### config.mk
export PLATFORM = sky130hd
export DESIGN_NAME = one_wire_quad_adc_memory_slave
export DESIGN_NICKNAME = d
export VERILOG_FILES = /design/src/sv/owqadc_pkg.sv /design/src/sv/owqadc_ram.sv /design/src/sv/owqadc_resp.sv /design/src/sv/one_wire_quad_adc_memory_slave.sv
export SDC_FILE = /design/constraint.sdc
export NUM_CORES = 1
export LEC_CHECK = 0
export BUFFER_PORTS_ARGS = -buffer_cell sky130_fd_sc_hd__buf_4
export CAP_MARGIN = 20
export CORE_MARGIN = 5
export CORE_UTILIZATION = 50
export DETAILED_ROUTE_END_ITERATION = 8
export GPL_TIMING_DRIVEN = 0
export PLACE_DENSITY = 0.66
export SYNTH_ARGS = -nofsm -noshare
export SYNTH_HDL_FRONTEND = slang
export SYNTH_SLANG_ARGS = --single-unit
### constraint.sdc
create_clock -name clk -period 9.7 [get_ports clk]
set_clock_uncertainty 0.05 [all_clocks]
set_input_delay 1.94 -clock clk [delete_from_list [all_inputs] [get_ports clk]]
set_output_delay 1.94 -clock clk [all_outputs]
set_load 0.01 [all_outputs]
### src/sv/owqadc_pkg.sv
`timescale 1ns / 1ps
package owqadc_pkg;

  localparam int MEM_BYTES_DEF = 32;
  localparam int CHANNELS_DEF  = 4;
  localparam int PAGE_BYTES    = 8;
  localparam int PAGE_AW       = $clog2(PAGE_BYTES);

  localparam logic [2:0] REQ_BUS_RESET   = 3'd0;
  localparam logic [2:0] REQ_MASTER_BYTE = 3'd1;
  localparam logic [2:0] REQ_READ_SLOT   = 3'd2;
  localparam logic [2:0] REQ_HOST_SET    = 3'd3;
  localparam logic [2:0] REQ_HOST_READ   = 3'd4;

  localparam logic [7:0] CMD_READ    = 8'hAA;
  localparam logic [7:0] CMD_WRITE   = 8'h55;
  localparam logic [7:0] CMD_CONVERT = 8'h3C;

  localparam logic [7:0] MASK_CTRL_LO = 8'b11001111;
  localparam logic [7:0] MASK_CTRL_HI = 8'b10111101;
  localparam logic [7:0] DEF_CTRL_HI  = 8'h8C;
  localparam logic [7:0] DEF_ALARM_HI = 8'hFF;

  localparam logic [1:0] ST_OK      = 2'd0;
  localparam logic [1:0] ST_UNKNOWN = 2'd1;
  localparam logic [1:0] ST_REJECT  = 2'd2;

  typedef enum logic [3:0] {
    PH_CMD,
    PH_ADDR,
    PH_RD_DATA,
    PH_RD_CRC,
    PH_WR_DATA,
    PH_WR_CRC,
    PH_WR_ECHO,
    PH_CV_CRC,
    PH_CV_BIT,
    PH_DONE
  } phase_t;

  typedef enum logic [2:0] {
    TX_NONE,
    TX_MEM,
    TX_CRC_LO,
    TX_CRC_HI,
    TX_DATA,
    TX_BIT
  } tx_sel_t;

  typedef enum logic [2:0] {
    CRC_KEEP,
    CRC_START,
    CRC_RX,
    CRC_MEM,
    CRC_CLEAR,
    CRC_LOAD
  } crc_op_t;

  // what the read stage needs to finish one beat
  typedef struct packed {
    tx_sel_t     tx_sel;
    crc_op_t     crc_op;
    logic [1:0]  status;
    logic [7:0]  data;
    logic [15:0] crc_load;
    logic        odd_sel;
    logic        in_range;
    logic        host_rd;
    logic        vld_even;
    logic        vld_odd;
    logic [7:0]  byte_base;
  } s1_side_t;

  function automatic logic [15:0] crc16_byte(input logic [15:0] crc, input logic [7:0] b);
    logic [15:0] c;
    c = crc ^ {8'h00, b};
    for (int i = 0; i < 8; i++) begin
      c = c[0] ? ((c >> 1) ^ 16'hA001) : (c >> 1);
    end
    return c;
  endfunction

  // power-on contents of the byte memory
  function automatic logic [7:0] mem_default(input logic [7:0] a, input int unsigned channels);
    logic [7:0] off1;
    logic [7:0] off2;
    logic [7:0] res;
    off1 = a - 8'(PAGE_BYTES);
    off2 = a - 8'(2 * PAGE_BYTES);
    res = 8'h00;
    if (a >= 8'(PAGE_BYTES) && a < 8'(2 * PAGE_BYTES) && off1[0] &&
        32'(off1[7:1]) < channels) begin
      res = DEF_CTRL_HI;
    end
    if (a >= 8'(2 * PAGE_BYTES) && a < 8'(3 * PAGE_BYTES) && off2[0] &&
        32'(off2[7:1]) < channels) begin
      res = DEF_ALARM_HI;
    end
    return res;
  endfunction

  // control byte masks of page 1
  function automatic logic [7:0] ctrl_mask(input logic [7:0] a, input int unsigned channels);
    logic [7:0] off1;
    logic [7:0] res;
    off1 = a - 8'(PAGE_BYTES);
    res = 8'hFF;
    if (a >= 8'(PAGE_BYTES) && a < 8'(2 * PAGE_BYTES) && 32'(off1[7:1]) < channels) begin
      res = off1[0] ? MASK_CTRL_HI : MASK_CTRL_LO;
    end
    return res;
  endfunction

endpackage

### src/sv/owqadc_ram.sv
`timescale 1ns / 1ps
module owqadc_ram #(
  parameter int WIDTH = 8,
  parameter int DEPTH = 16
) (
  input  logic                     clk,
  input  logic                     we,
  input  logic [$clog2(DEPTH)-1:0] waddr,
  input  logic [WIDTH-1:0]         wdata,
  input  logic                     re,
  input  logic [$clog2(DEPTH)-1:0] raddr,
  output logic [WIDTH-1:0]         rdata
);

  logic [WIDTH-1:0] mem [DEPTH];

  always_ff @(posedge clk) begin
    if (we) begin
      mem[waddr] <= wdata;
    end
    if (re) begin
      rdata <= mem[raddr];
    end
  end

endmodule

### src/sv/owqadc_resp.sv
`timescale 1ns / 1ps
module owqadc_resp #(
  parameter int CHANNELS = owqadc_pkg::CHANNELS_DEF
) (
  input  logic                 clk,
  input  logic                 rst_n,
  input  logic                 load,
  input  owqadc_pkg::s1_side_t side,
  input  logic [7:0]           even_rdata,
  input  logic [7:0]           odd_rdata,
  output logic                 hold,
  output logic                 out_valid,
  input  logic                 out_stall,
  output logic                 out_tx_valid,
  output logic [7:0]           out_tx_byte,
  output logic                 out_tx_is_bit,
  output logic [1:0]           out_status,
  output logic [15:0]          out_channel_value
);
  import owqadc_pkg::*;

  logic        v1_r;
  s1_side_t    side_r;
  logic [15:0] crc_r;
  logic [15:0] crc_nxt;
  logic        adv;
  logic [7:0]  even_b;
  logic [7:0]  odd_b;
  logic [7:0]  mem_b;
  logic [15:0] inv;
  logic        txv;
  logic [7:0]  tx;
  logic        tx_bit;
  logic [15:0] chv;

  logic        out_valid_r;
  logic        tx_valid_r;
  logic [7:0]  tx_byte_r;
  logic        tx_is_bit_r;
  logic [1:0]  status_r;
  logic [15:0] chv_r;

  assign adv  = v1_r && (!out_valid_r || !out_stall);
  assign hold = v1_r && !adv;

  // entries never written read as their power-on value
  assign even_b = side_r.vld_even ? even_rdata : mem_default(side_r.byte_base, CHANNELS);
  assign odd_b  = side_r.vld_odd ? odd_rdata :
                  mem_default({side_r.byte_base[7:1], 1'b1}, CHANNELS);
  assign mem_b  = !side_r.in_range ? 8'h00 : (side_r.odd_sel ? odd_b : even_b);
  assign inv    = ~crc_r;
  assign chv    = side_r.host_rd ? {odd_b, even_b} : 16'h0000;

  always_comb begin
    txv    = 1'b1;
    tx     = 8'h00;
    tx_bit = 1'b0;
    case (side_r.tx_sel)
      TX_NONE:   txv = 1'b0;
      TX_MEM:    tx = mem_b;
      TX_CRC_LO: tx = inv[7:0];
      TX_CRC_HI: tx = inv[15:8];
      TX_DATA:   tx = side_r.data;
      TX_BIT:    tx_bit = 1'b1;
      default:   txv = 1'b0;
    endcase
  end

  always_comb begin
    case (side_r.crc_op)
      CRC_KEEP:  crc_nxt = crc_r;
      CRC_START: crc_nxt = crc16_byte(16'h0000, side_r.data);
      CRC_RX:    crc_nxt = crc16_byte(crc_r, side_r.data);
      CRC_MEM:   crc_nxt = crc16_byte(crc_r, mem_b);
      CRC_CLEAR: crc_nxt = 16'h0000;
      CRC_LOAD:  crc_nxt = side_r.crc_load;
      default:   crc_nxt = crc_r;
    endcase
  end

  always_ff @(posedge clk) begin
    if (!rst_n) begin
      v1_r        <= 1'b0;
      crc_r       <= 16'h0000;
      out_valid_r <= 1'b0;
    end else begin
      v1_r        <= load || hold;
      out_valid_r <= adv || (out_valid_r && out_stall);
      if (adv) begin
        crc_r <= crc_nxt;
      end
    end
  end

  always_ff @(posedge clk) begin
    if (load) begin
      side_r <= side;
    end
    if (adv) begin
      tx_valid_r  <= txv;
      tx_byte_r   <= tx;
      tx_is_bit_r <= tx_bit;
      status_r    <= side_r.status;
      chv_r       <= chv;
    end
  end

  assign out_valid         = out_valid_r;
  assign out_tx_valid      = tx_valid_r;
  assign out_tx_byte       = tx_byte_r;
  assign out_tx_is_bit     = tx_is_bit_r;
  assign out_status        = status_r;
  assign out_channel_value = chv_r;

endmodule

### src/sv/one_wire_quad_adc_memory_slave.sv
`timescale 1ns / 1ps
// channel  ports                                   beat
// in       in_valid, in_stall, in_req_type,        one bus byte, read slot, reset or
//          in_rx_byte, in_channel, in_value        host channel access
// out      out_valid, out_stall, out_tx_valid,     one response per input beat
//          out_tx_byte, out_tx_is_bit, out_status,
//          out_channel_value
//
// one beat per cycle while in_stall is low; the byte memory is read at the accept edge,
// and the output register loads from the ram read stage when out_stall lets it advance.
// rst_n is synchronous; memory defaults come from one valid bit per byte, so the block
// is ready in the cycle after reset.
// out_stall holds the output register; in_stall rises only when the output register and
// the ram read stage are both full.
module one_wire_quad_adc_memory_slave #(
  parameter int MEM_BYTES = owqadc_pkg::MEM_BYTES_DEF,
  parameter int CHANNELS  = owqadc_pkg::CHANNELS_DEF
) (
  input  logic        clk,
  input  logic        rst_n,
  input  logic        in_valid,
  output logic        in_stall,
  input  logic [2:0]  in_req_type,
  input  logic [7:0]  in_rx_byte,
  input  logic [1:0]  in_channel,
  input  logic [15:0] in_value,
  output logic        out_valid,
  input  logic        out_stall,
  output logic        out_tx_valid,
  output logic [7:0]  out_tx_byte,
  output logic        out_tx_is_bit,
  output logic [1:0]  out_status,
  output logic [15:0] out_channel_value
);
  import owqadc_pkg::*;

  localparam int WORDS = (MEM_BYTES + 1) / 2;
  localparam int WAW   = $clog2(WORDS);

  phase_t      phase_r;
  phase_t      phase_nxt;
  logic [7:0]  command_r;
  logic [7:0]  command_nxt;
  logic [15:0] addr_r;
  logic [15:0] addr_nxt;
  logic        cnt_r;
  logic        cnt_nxt;
  logic [7:0]  held_r;
  logic [7:0]  held_nxt;

  logic        vld_even_r [WORDS];
  logic        vld_odd_r [WORDS];

  logic           in_accept;
  logic           hold;
  logic [15:0]    addr_inc;
  logic [15:0]    addr_full;
  logic           addr_in_range;
  logic           wr_ok;
  logic           ch_ok;
  logic [WAW-1:0] rd_idx;
  logic           rd_ok;
  logic [7:0]     held_masked;
  logic           ram_re;
  logic           we_even;
  logic           we_odd;
  logic [WAW-1:0] ram_waddr;
  logic [7:0]     wdata_even;
  logic [7:0]     wdata_odd;
  logic           ram_we_even;
  logic           ram_we_odd;
  logic           ram_re_a;
  logic [7:0]     even_rdata;
  logic [7:0]     odd_rdata;
  s1_side_t       side;

  assign in_stall      = hold;
  assign in_accept     = in_valid && !in_stall;
  assign addr_inc      = addr_r + 16'd1;
  assign addr_full     = {in_rx_byte, addr_r[7:0]};
  assign addr_in_range = addr_r < 16'(MEM_BYTES);
  assign wr_ok         = addr_in_range && addr_r >= 16'(PAGE_BYTES);
  assign ch_ok         = 32'(in_channel) < CHANNELS;
  assign rd_idx        = (in_req_type == REQ_HOST_READ) ? WAW'(in_channel) : addr_r[WAW:1];
  assign rd_ok         = (in_req_type == REQ_HOST_READ) || addr_in_range;
  assign held_masked   = held_r & ctrl_mask(addr_r[7:0], CHANNELS);

  // next phase
  always_comb begin
    phase_nxt = phase_r;
    case (in_req_type)
      REQ_BUS_RESET: phase_nxt = PH_CMD;
      REQ_MASTER_BYTE: begin
        case (phase_r)
          PH_CMD: phase_nxt = PH_ADDR;
          PH_ADDR: begin
            if (cnt_r) begin
              if (command_r == CMD_READ) begin
                phase_nxt = (addr_full < 16'(MEM_BYTES)) ? PH_RD_DATA : PH_DONE;
              end else if (command_r == CMD_WRITE) begin
                phase_nxt = (addr_full < 16'(MEM_BYTES)) ? PH_WR_DATA : PH_DONE;
              end else if (command_r == CMD_CONVERT) begin
                phase_nxt = PH_CV_CRC;
              end else begin
                phase_nxt = PH_DONE;
              end
            end
          end
          PH_WR_DATA: phase_nxt = PH_WR_CRC;
          default: phase_nxt = phase_r;
        endcase
      end
      REQ_READ_SLOT: begin
        case (phase_r)
          PH_RD_DATA: begin
            if (addr_inc[PAGE_AW-1:0] == '0) begin
              phase_nxt = PH_RD_CRC;
            end
          end
          PH_RD_CRC: begin
            if (cnt_r) begin
              phase_nxt = addr_in_range ? PH_RD_DATA : PH_DONE;
            end
          end
          PH_WR_CRC: begin
            if (cnt_r) begin
              phase_nxt = PH_WR_ECHO;
            end
          end
          PH_CV_CRC: begin
            if (cnt_r) begin
              phase_nxt = PH_CV_BIT;
            end
          end
          PH_WR_ECHO: phase_nxt = (addr_inc < 16'(MEM_BYTES)) ? PH_WR_DATA : PH_DONE;
          PH_CV_BIT:  phase_nxt = PH_DONE;
          default:    phase_nxt = phase_r;
        endcase
      end
      default: phase_nxt = phase_r;
    endcase
  end

  // datapath, memory access and read-stage sideband
  always_comb begin
    command_nxt    = command_r;
    addr_nxt       = addr_r;
    cnt_nxt        = cnt_r;
    held_nxt       = held_r;
    ram_re         = 1'b0;
    we_even        = 1'b0;
    we_odd         = 1'b0;
    ram_waddr      = addr_r[WAW:1];
    wdata_even     = held_masked;
    wdata_odd      = held_masked;
    side.tx_sel    = TX_NONE;
    side.crc_op    = CRC_KEEP;
    side.status    = ST_OK;
    side.data      = in_rx_byte;
    side.crc_load  = addr_inc;
    side.odd_sel   = addr_r[0];
    side.in_range  = addr_in_range;
    side.host_rd   = 1'b0;
    side.vld_even  = rd_ok && vld_even_r[rd_idx];
    side.vld_odd   = rd_ok && vld_odd_r[rd_idx];
    side.byte_base = 8'({rd_idx, 1'b0});
    case (in_req_type)
      REQ_BUS_RESET: cnt_nxt = 1'b0;
      REQ_MASTER_BYTE: begin
        case (phase_r)
          PH_CMD: begin
            command_nxt = in_rx_byte;
            side.crc_op = CRC_START;
            cnt_nxt     = 1'b0;
          end
          PH_ADDR: begin
            side.crc_op = CRC_RX;
            if (!cnt_r) begin
              addr_nxt = {8'h00, in_rx_byte};
              cnt_nxt  = 1'b1;
            end else begin
              addr_nxt = addr_full;
              cnt_nxt  = 1'b0;
              if (command_r != CMD_READ && command_r != CMD_WRITE &&
                  command_r != CMD_CONVERT) begin
                side.status = ST_UNKNOWN;
              end
            end
          end
          PH_WR_DATA: begin
            held_nxt    = in_rx_byte;
            side.crc_op = CRC_RX;
            cnt_nxt     = 1'b0;
          end
          default: side.status = ST_REJECT;
        endcase
      end
      REQ_READ_SLOT: begin
        case (phase_r)
          PH_RD_DATA: begin
            side.tx_sel = TX_MEM;
            side.crc_op = CRC_MEM;
            ram_re      = 1'b1;
            addr_nxt    = addr_inc;
            if (addr_inc[PAGE_AW-1:0] == '0) begin
              cnt_nxt = 1'b0;
            end
          end
          PH_RD_CRC, PH_WR_CRC, PH_CV_CRC: begin
            side.tx_sel = cnt_r ? TX_CRC_HI : TX_CRC_LO;
            cnt_nxt     = !cnt_r;
            // a page's crc restarts once its high byte has gone out
            if (cnt_r && phase_r == PH_RD_CRC) begin
              side.crc_op = CRC_CLEAR;
            end
          end
          PH_WR_ECHO: begin
            side.tx_sel = TX_DATA;
            side.data   = held_r;
            side.crc_op = CRC_LOAD;
            addr_nxt    = addr_inc;
            if (wr_ok) begin
              we_even = !addr_r[0];
              we_odd  = addr_r[0];
            end
          end
          PH_CV_BIT: side.tx_sel = TX_BIT;
          default:   side.status = ST_REJECT;
        endcase
      end
      REQ_HOST_SET: begin
        if (ch_ok) begin
          we_even    = 1'b1;
          we_odd     = 1'b1;
          ram_waddr  = WAW'(in_channel);
          wdata_even = in_value[7:0];
          wdata_odd  = in_value[15:8];
        end else begin
          side.status = ST_REJECT;
        end
      end
      REQ_HOST_READ: begin
        if (ch_ok) begin
          ram_re       = 1'b1;
          side.host_rd = 1'b1;
        end else begin
          side.status = ST_REJECT;
        end
      end
      default: side.status = ST_REJECT;
    endcase
  end

  assign ram_we_even = in_accept && we_even;
  assign ram_we_odd  = in_accept && we_odd;
  assign ram_re_a    = in_accept && ram_re;

  always_ff @(posedge clk) begin
    if (!rst_n) begin
      phase_r   <= PH_CMD;
      command_r <= 8'h00;
      addr_r    <= 16'h0000;
      cnt_r     <= 1'b0;
      held_r    <= 8'h00;
      for (int i = 0; i < WORDS; i++) begin
        vld_even_r[i] <= 1'b0;
        vld_odd_r[i]  <= 1'b0;
      end
    end else if (in_accept) begin
      phase_r   <= phase_nxt;
      command_r <= command_nxt;
      addr_r    <= addr_nxt;
      cnt_r     <= cnt_nxt;
      held_r    <= held_nxt;
      if (we_even) begin
        vld_even_r[ram_waddr] <= 1'b1;
      end
      if (we_odd) begin
        vld_odd_r[ram_waddr] <= 1'b1;
      end
    end
  end

  owqadc_ram #(
    .WIDTH (8),
    .DEPTH (WORDS)
  ) u_ram_even (
    .clk   (clk),
    .we    (ram_we_even),
    .waddr (ram_waddr),
    .wdata (wdata_even),
    .re    (ram_re_a),
    .raddr (rd_idx),
    .rdata (even_rdata)
  );

  owqadc_ram #(
    .WIDTH (8),
    .DEPTH (WORDS)
  ) u_ram_odd (
    .clk   (clk),
    .we    (ram_we_odd),
    .waddr (ram_waddr),
    .wdata (wdata_odd),
    .re    (ram_re_a),
    .raddr (rd_idx),
    .rdata (odd_rdata)
  );

  owqadc_resp #(
    .CHANNELS (CHANNELS)
  ) u_resp (
    .clk               (clk),
    .rst_n             (rst_n),
    .load              (in_accept),
    .side              (side),
    .even_rdata        (even_rdata),
    .odd_rdata         (odd_rdata),
    .hold              (hold),
    .out_valid         (out_valid),
    .out_stall         (out_stall),
    .out_tx_valid      (out_tx_valid),
    .out_tx_byte       (out_tx_byte),
    .out_tx_is_bit     (out_tx_is_bit),
    .out_status        (out_status),
    .out_channel_value (out_channel_value)
  );

endmodule

==> out/qor.yml <==
wl_per_cell_um: 23.6
synth_top_area_cell: "edfxtp_1"
final_common_cell: "edfxtp_1"
syn-cell-area_sq_mm: 0.0190
grt_pass1_wl_mm: 74.2
hold_violations: 0
place.gp.congestion: 0.926
worstPathArrival_ns: 5.04
async_flop_share_pct: 0
nets: 1574
synth_edf_count: 339
max_stage_delay_ns: 0.76
setup_violations: 0
clockBufferDepth: 3
drv_cap: 0
htreeDepth: 2
syn_avg_cell_area_sq_um: 13.3
reg2reg_depth: 8
grt_setup_unrepaired: "false"
period_share_pct: 49.9
antenna_cells: 0
hpwl_mm: 34.5
worstMarginPinSlew_ns: 1.04
routed_wl_mm: 49.0
routed_via_density: 5.91
die_w_um: 205
switching_share_pct: 22.7
leakagePower_uw: 0.00761
ys_warn_count: 0
syn_inst: 1426
start_util_pct: 50.5
drc: 0
num_vias: 12300
core_sq_mm: 0.0376
seqPwrFrac_pct: 50.4
post_cts_resized: 0
pwr_density_cell_mw_per_mm2: 184
syn-num-nets: 1465
numCtsBuffers: 44
cp_slowest_cell: "mux2i_2"
first_pass_iters: 5
p_int_uw: 3070
synth-main-ff-cell: "edfxtp_1"
grt_pass1_vias: 11900
cp_cell_sequence: "buf_4 -> nor2_1 -> nand2_1 -> inv_1 -> mux2i_2 -> buf_2 -> mux4_2 -> mux2i_1 -> o22ai_1 -> nand2_1 -> o21ai_0"
crit_path_end_kind: "flip-flop"
ys_top_cells_by_area: "edfxtp_1 54%, dfxtp_1 9.2%, mux4_2 8.5%"
period_needed_ns: 4.84
fin_ws_ns: 4.86
finalSetupTns_ns: 0
path_class: "in2reg"
synth_seq_area_share_pct: 62.8
die-area_sq_mm: 0.0420
ant_nets: 0
grt_max_degree: 41
drt_iter0_markers: 1371
cts.clk_slew.worst_paths_ns: 0.06
synth_top_cell_area_share_pct: 53.6
rows: 71
maxClockFrequency_mhz: 207
min_path_type: "reg2reg"
grt-ovfl-total: 0
outcome: "finished clean"
finalInstanceArea_sq_mm: 0.0216
switching_power_uw: 899
clockRootBuffer: "clkbuf_16"
numPortBuffers: 61
drive_above_1_share_pct: 16.6
path_common_cell: "nand2_1"
clock_sinks: 426
postCtsHoldBufs: 0
vdd_drop_max_mv: 0.121
place_ws_ns: 4.35
nFillCells: 2948
clkPwrFrac_pct: 42.5
synth_cell_type_count: 76
combPwrFrac_pct: 7.1
clock_latency_ns: 0.57
grtUsageTotal_pct: 23.5
cts_tree: "built"
most-common-layout-cells: "339 x edfxtp_1, 175 x nand2_1, 109 x nor2_1, 87 x dfxtp_1, 72 x mux4_2"
cts_setup_buffers: 0
fp.dieH_um: 205
antenna_found_initial: 0
placed_cell_area_sq_mm: 0.0201
ios: 63
worstSetupStartpointType: "primary input"
area_growth_pct: 13.7
hold_depth: 0
cp_max_fo: 10
ys_seq_elements: 426
maxSlewHeadroom_pct: 30.2
maxSlewViolCount: 0
cp.required_ns: 9.91
[flip-flops by register name, indices dropped and copies added, names as in the netlist, 8 cells and up]
signal,count
vld_even_r,16
command_r,8
vld_odd_r,16
u_ram_odd.rdata,8
u_ram_even.mem,128
u_resp.crc_r,16
u_resp.side_r,39
u_ram_odd.mem,128
u_ram_even.rdata,8
u_resp.out_tx_byte,8
held_r,8
addr_r,16
u_resp.out_channel_value,16
[cells in the mapped netlist (6+ instances only)]
library cell and count:
nor4_1 12, nor2b_1 15, and2_1 8, dfxtp_1 87
nor2_1 110, edfxtp_1 339, a31oi_1 30, buf_2 15
nand3_1 23, o21a_1 35, nor3_1 26, and3_1 30
a211oi_1 13, mux2_2 9, nand2b_1 13, buf_6 7
a221oi_1 6, inv_1 18, mux4_2 72, xor2_1 30
mux2i_1 29, xnor2_1 44, nor3b_1 6, o21ai_0 36
or3_1 8, o22ai_1 6, a21oi_1 60, nand3b_1 9
nand2_1 175, clkbuf_1 60, ha_1 6
[worst max-delay path: cells and delay by family]
| family | cells | cell delay, ns |
|---|---|---|
| muxes | 3 | 1.34 |
| and+or+nand+nor | 3 | 0.53 |
| buffers and inverters | 3 | 0.91 |
| AOI/OAI and AO/OA | 2 | 0.31 |
[logic make-up after synthesis]
family	synth area share (%)
mux	10.8
fa+ha+maj	0.395
xor+xnor	3.78
compound gates	8.02
simple gates	11.7
buf+inv	2.59
flops	62.8
[path summary, 6_finish.rpt]
path                     start                    to  slack, ns
max             in_req_type[1]      u_resp.side_r[9]       4.86
min reg2reg  u_resp.side_r[37]  u_resp.out_status[0]       0.38
max reg2reg          addr_r[5]  u_ram_even.mem[8][6]       5.82
min          u_resp.side_r[37]  u_resp.out_status[0]       0.38
[metal layers]
layer / GRT usage, % / share of wire [%]
met1: 36.6 / 46
met2: 35.3 / 45
met3: 3.01 / 7.3
met4: 6.46 / 2.3
met5: 0 / 0
[final cells by class]
class,instances,area (sq um),area share (%)
Buffer,88,417,1.93
Clock buffer,56,1220,5.64
Clock inverter,25,241,1.12
Inverter,20,75.1,0.348
Multi-Input combinational cell,892,6590,30.5
Sequential cell,426,11900,55.2
Tap cell,511,639,2.96
Timing Repair Buffer,63,489,2.27
[through the flow]
stage          std cells  power [uW]  hold WS [ns]  util [%]
6_report            2081        3970         0.382      57.5
5_1_grt             2081        4100         0.386      57.5
4_1_cts             2080        3990         0.380      57.4
3_5_place_dp        1999        2320         0.366      53.6
3_3_place_gp        1998        2310         0.352      53.5
2_1_floorplan       1426        2220         0.350         -
[power by group through the flow]
stage	clock [uW]	combinational (uW)	sequential [uW]
global route	1790	301	2000
global placement	0	273	2040
finish	1690	280	2000
CTS	1710	277	2000
detailed placement	0	276	2040
floorplan	0	180	2040
(Power assumes the default switching activity.)
